<file path="src/hdl/qte_pkg.sv">
// Package: shared types, constants and the CORDIC angle table for quaternion to Euler conversion.
package qte_pkg;

	localparam int Q_W              = 16;
	localparam int ANG_W            = 16;
	localparam int THR_W            = 15;
	localparam int OPW              = 34;
	localparam int CW               = 46;
	localparam int ZW               = 26;
	localparam int CORDIC_STEPS_DEF = 16;

	localparam logic [THR_W-1:0] THR_RESET = 15'd32702;

	localparam logic [1:0] PC_REGULAR = 2'd0;
	localparam logic [1:0] PC_NORTH   = 2'd1;
	localparam logic [1:0] PC_SOUTH   = 2'd2;

	localparam logic signed [ANG_W-1:0] ATT_NORTH = 16'sd5760;
	localparam logic signed [ANG_W-1:0] ATT_SOUTH = -16'sd5760;

	localparam logic signed [ZW-1:0] Z_PLUS90  = 26'sd5898240;
	localparam logic signed [ZW-1:0] Z_MINUS90 = -26'sd5898240;

	// word handed from the front end to the back end
	typedef struct packed {
		logic [63:0]            d;
		logic signed [OPW-1:0]  hy;
		logic signed [OPW-1:0]  hx;
		logic signed [OPW-1:0]  by;
		logic signed [OPW-1:0]  bx;
		logic signed [32:0]     test;
		logic [1:0]             pcase;
		logic                   zero;
	} item_t;

	// square-root stage contents
	typedef struct packed {
		logic [63:0]            rem;
		logic [31:0]            root;
		logic signed [OPW-1:0]  hy;
		logic signed [OPW-1:0]  hx;
		logic signed [OPW-1:0]  by;
		logic signed [OPW-1:0]  bx;
		logic signed [32:0]     test;
		logic [1:0]             pcase;
		logic                   zero;
	} sq_t;

	typedef struct packed {
		logic [1:0] pcase;
		logic       zero;
	} side_t;

	// round(atan(2^-i) deg * 65536)
	function automatic logic signed [ZW-1:0] atan_entry(input int i);
		logic signed [ZW-1:0] r;
		unique case (i)
			0:  r = 26'sd2949120;
			1:  r = 26'sd1740967;
			2:  r = 26'sd919879;
			3:  r = 26'sd466945;
			4:  r = 26'sd234379;
			5:  r = 26'sd117304;
			6:  r = 26'sd58666;
			7:  r = 26'sd29335;
			8:  r = 26'sd14668;
			9:  r = 26'sd7334;
			10: r = 26'sd3667;
			11: r = 26'sd1833;
			12: r = 26'sd917;
			13: r = 26'sd458;
			14: r = 26'sd229;
			15: r = 26'sd115;
			16: r = 26'sd57;
			17: r = 26'sd29;
			18: r = 26'sd14;
			19: r = 26'sd7;
			20: r = 26'sd4;
			21: r = 26'sd2;
			22: r = 26'sd1;
			default: r = 26'sd0;
		endcase
		return r;
	endfunction

endpackage

</file>
<file path="src/hdl/qte_fifo.sv">
// Two-entry queue between the front end and the back end.
module qte_fifo (
	input  logic            clk,
	input  logic            arst_n,
	input  logic            push,
	input  qte_pkg::item_t  wr_item,
	output logic            wr_ready,
	input  logic            pop,
	output logic            rd_valid,
	output qte_pkg::item_t  rd_item
);
	qte_pkg::item_t mem_q [0:1];
	logic           wr_ptr_q, rd_ptr_q;
	logic [1:0]     cnt_q;
	logic           do_push, do_pop;

	assign wr_ready = (cnt_q != 2'd2);
	assign rd_valid = (cnt_q != 2'd0);
	assign rd_item  = mem_q[rd_ptr_q];
	assign do_push  = push && wr_ready;
	assign do_pop   = pop && rd_valid;

	always_ff @(posedge clk or negedge arst_n) begin
		if (!arst_n) begin
			wr_ptr_q <= 1'b0;
			rd_ptr_q <= 1'b0;
			cnt_q    <= 2'd0;
		end else begin
			if (do_push) begin
				wr_ptr_q <= !wr_ptr_q;
			end
			if (do_pop) begin
				rd_ptr_q <= !rd_ptr_q;
			end
			if (do_push && !do_pop) begin
				cnt_q <= cnt_q + 2'd1;
			end else if (do_pop && !do_push) begin
				cnt_q <= cnt_q - 2'd1;
			end
		end
	end

	always_ff @(posedge clk) begin
		if (do_push) begin
			mem_q[wr_ptr_q] <= wr_item;
		end
	end

endmodule

</file>
<file path="config.mk">
export PLATFORM = sky130hd
export DESIGN_NAME = qte_fifo
export DESIGN_NICKNAME = d
export VERILOG_FILES = /design/src/hdl/qte_pkg.sv /design/src/hdl/qte_fifo.sv
export SDC_FILE = /design/constraint.sdc
export NUM_CORES = 1
export LEC_CHECK = 0
export ABC_CLOCK_PERIOD_IN_PS = 27800
export BUFFER_PORTS_ARGS = -buffer_cell sky130_fd_sc_hd__buf_2
export CORE_MARGIN = 4
export CORE_UTILIZATION = 56
export CTS_CLUSTER_DIAMETER = 50
export CTS_CLUSTER_SIZE = 40
export DETAILED_ROUTE_END_ITERATION = 8
export PLACE_DENSITY = 0.84
export SKIP_CTS_REPAIR_TIMING = 1
export SLEW_MARGIN = 30
export SYNTH_ARGS = -nofsm -noshare
export SYNTH_HDL_FRONTEND = slang
export SYNTH_SLANG_ARGS = --single-unit
export TNS_END_PERCENT = 50
</file>
<file path="constraint.sdc">
create_clock -name clk -period 27.8 [get_ports clk]
set_input_delay 5.56 -clock clk [delete_from_list [all_inputs] [get_ports clk]]
set_output_delay 5.56 -clock clk [all_outputs]
set_load 0.01 [all_outputs]
</file>
# Yosys cells after proc, flatten, opt, wreduce, memory -nomap -nowiden
# Memory sizes are Yosys's and may differ from the RTL's.
# Index checks and enable logic that the tools add are counted.
# classes
add_sub_neg,2
n_eq_ne,1
muxes,4
reduce_logical,10
# ops
operator,count
logical AND 1 bit,4
zero test 1 bit,4
2-to-1 mux 2 bit,2
nonzero test 2 bit,2
"adder 2 x 1 -> 2 bit, second input constant",1
2-to-1 mux 1 bit,2
"inequality test 2 bit, second input constant",1
"subtractor 2 x 1 -> 2 bit, second input constant",1
# totals
ff_bits,4
ramBits,472
input_bits,240
memories,1
# memory_table
name,words,word_bits,read_ports,rd_clocked_by_memory_dff,wr,line,rtl
mem_q,2,236,1,0,1,qte_fifo.sv:12,qte_pkg::item_t mem_q [0:1];

# Logic depth before layout (Yosys ltp)
# logic_depth
depth_word,6
depth_mapped,7
depth_no_buf,7

# Worst setup path after synthesis
# No wires, ideal clock.
# synth_timing
path_kind,input -> register
from,input port push
to,"memory mem_q[0][0] (netlist bit), enable pin"
arrival_ns,15.429
required_time_ns,26.963
slack_ns,11.534
stages,2
path_buffers,0
path_cell_list,nand2_1 > nor2_1
# synth_between
elab_chain_cells,3
# synth_rtl
item,line,rtl
from (decl),qte_fifo.sv:5,"input logic push,"
logical AND 1 bit,qte_fifo.sv:20,assign do_push = push && wr_ready;
2-to-1 mux 1 bit,qte_fifo.sv:44,if (do_push) begin
2-to-1 mux 1 bit (not written as such),qte_fifo.sv:45,mem_q[wr_ptr_q] <= wr_item;
to (decl),qte_fifo.sv:12,
# Every way passes these cells.

==> summary.txt <==
Synthesis
  • Area share of the largest cell type after synthesis: 81.6%
  • Seq cells post-synth: 476
  • Syn Std Cell Area: 17400 um^2
  • Most frequent cells after synthesis: edfxtp_1 (472), mux2_2 (236), clkbuf_8 (19)
  • Async SR Flop Fraction: 0.840%
  • Fraction of the yosys area taken by sequential cells: 82.2%
  • Syn_area_per_cell: 23.1 um^2
  • Post-synth EDFFs: 472
  • Top FF cell, synth: edfxtp_1
  • Post-synth net total: 993
  • Post-synth cell types: 14
  • Leading area contributor after synthesis: edfxtp_1
  • Syn. warnings: 0
  • Most common cell in the netlist: edfxtp_1
  • Syn Inst Count: 752
  • Synth area leaders: edfxtp_1 (82%), mux2_2 (15%), clkbuf_8 (1.5%)

Critical path
  • CP Cell Sequence: buf_12 > buf_6 > mux2_2 > buf_2
  • Req. time, crit path: 22.24 ns
  • Cell with the largest stage delay on the worst path: dfrtp_4
  • Reg2reg end: mem_q[0][149]$_DFFE_PP_
  • Delay of the slowest critical-path stage: 0.74 ns
  • Worst setup SP type: register
  • Reg2reg start: cnt_q[0]$_DFFE_PN0P_
  • Crit path kind: reg -> out
  • CP bufs+invs: 3
  • Worst Path Max Fanout: 83
  • R2R Setup Slk: 24.48 ns
  • CP top delay family: buffers and inverters
  • CP Data Arrival Time: 2.90 ns
  • Worst Reg-to-Reg Cells: 5
  • Worst setup EP type: primary output

Routing
  • Final WL: 37200 um
  • Mean number of vias per cell: 5.28
  • # DRC: 0
  • Drt wl/cell: 22.1 um
  • First DRT Iteration DRCs: 519
  • Router iterations before antenna repair: 4
  • Routed vias: 8861
  • Antenna viol nets, final: 0

Flow run
  • Max-cap viol count: 0

Worst hold path
  • Hold Crit Start: cnt_q[1]$_DFFE_PN0P_
  • Hold Path Sink: cnt_q[1]$_DFFE_PN0P_
  • Hold WC Path Type: reg -> reg
  • WHS Path Cells: 1

Timing
  • Slew Limit Fails: 0
  • Fin crit share: 30.4%
  • RSZ-0062 raised after global routing: false
  • Minimum clock period: 8.46 ns
  • Final Skew: 0.0188 ns
  • Setup violators final: 0
  • Fmax achieved: 118 MHz
  • Final setup TNS: 0 ns
  • Slew margin rel.: 41.8%
  • Slew @ Worst Pin: 0.873 ns
  • Final hold violation count: 0

Finish
  • Post-Layout Cell Count: 1679
  • Fin nets: 1490
  • Layout cells sized above 1: 61.4%
  • Design Area, Final: 21200 um^2
  • Fin util: 69.4%
  • Area grow syn2layout: 22.3%

Floorplanning
  • Core area: 30600 um^2
  • Die height: 184 um
  • Number of top-level pins: 478
  • Die Width: 184 um
  • Initial core utilization: 56.8%
  • Row cnt: 64
  • Full die area: 33900 um^2

Placed design
  • Detail Placement HPWL: 25700 um
  • Dpl cells: 1607
  • RD Place Congestion: 0.839
  • Placed Area: 20000 um^2
  • Quantity of I/O buffers inserted on ports: 477

Clock tree
  • Clk root buf: clkbuf_16
  • TritonCTS Buffers: 35
  • Clk_lat worst skew: 0.51 ns
  • H-tree depth: 2
  • Clock Sinks: 476
  • TritonCTS clock tree: yes
  • Clock transition at the registers of the reported paths: 0.08 ns
  • Clk buf depth: 3

Status
  • Status: completed

GRT
  • Largest net degree at the start of global routing: 84
  • Grt ovf: 0
  • Vias in the first global route: 9564
  • First-pass GRT wire length: 54200 um
  • GRT Util Overall: 21.0%
  • Initial antenna violation count: 13

Power and ir drop
  • Worst vdd ir: 68.8 uV
  • Leak pwr: 7.91 nW
  • Tot Pwr: 0.00221 W
  • P per Cell Area: 104 nW/um^2
## per-stage QoR
stage,hold WS (ns),setup WS (ns)
final,0.508,19.34
after global routing,0.524,19.24
after detailed placement,0.496,19.22
after floorplan,0.456,11.53
after CTS,0.509,19.25
after global placement,0.476,19.24
## layout by cell type (no fill, tap or decap), types with 2 or more instances in the layout
| cell | n |
|---|---|
| dfrtp_1 | 3 |
| clkinv_8 | 3 |
| inv_8 | 2 |
| xor2_1 | 2 |
| diode_2 | 10 |
| clkinv_2 | 2 |
| mux2_2 | 236 |
| buf_6 | 6 |
| clkinvlp_4 | 4 |
| edfxtp_1 | 472 |
| clkbuf_16 | 37 |
| inv_6 | 4 |
| buf_4 | 2 |
| nand2_1 | 2 |
| xnor2_1 | 3 |
| clkbuf_1 | 2 |
| bufinv_16 | 3 |
| buf_2 | 477 |
| clkinv_1 | 3 |
## worst max path at each step
stage	from	to	slack, ns	depth (start not counted)
finish	rd_ptr_q$_DFFE_PN0P_	rd_item[169]	19.34	4
global route	rd_ptr_q$_DFFE_PN0P_	rd_item[169]	19.24	4
floorplan	push	mem_q[0][0]$_DFFE_PP_	11.53	2
global placement	push	mem_q[0][156]$_DFFE_PP_	19.24	5
CTS	rd_ptr_q$_DFFE_PN0P_	rd_item[169]	19.25	3
detailed placement	push	mem_q[0][157]$_DFFE_PP_	19.22	5
## kinds of logic after synthesis
group         share of synthesized area [%]
simple gates                          0.195
fa+ha+maj                            0.0720
xor+xnor                              0.252
buf+inv                                1.98
flops                                  82.2
mux                                    15.3
## layer usage
| layer | GRT usage (%) | share of wire, % |
|---|---|---|
| met3 | 7.30 | 10 |
| met2 | 37.4 | 53 |
| met4 | 7.57 | 3.2 |
| met5 | 0 | 0.054 |
| met1 | 23.3 | 34 |
## power by group
part / switching (W) / internal [W]
combinational: 0.000373 / 0.000290
clock: 0.000240 / 0.000278
sequential: 0.0000447 / 0.000981
total: 0.000658 / 0.00155
## flip-flops by register name, summed over array words and instances, names as in the netlist
signal    flops
mem_q       472
rd_ptr_q      1
wr_ptr_q      1
cnt_q         2
## layout make-up
| cell class | instances | area (um^2) |
|---|---|---|
| well taps | 396 | 495 |
| fillers | 1891 | 9350 |
| repair buffers | 486 | 2490 |
| clock inverters | 22 | 256 |
| inverters | 1 | 3.75 |
| clock buffers | 39 | 933 |
| diodes | 10 | 25.0 |
| multi-input cells | 249 | 2760 |
| flip-flops and latches | 476 | 14300 |
(Power assumes the default switching activity.)
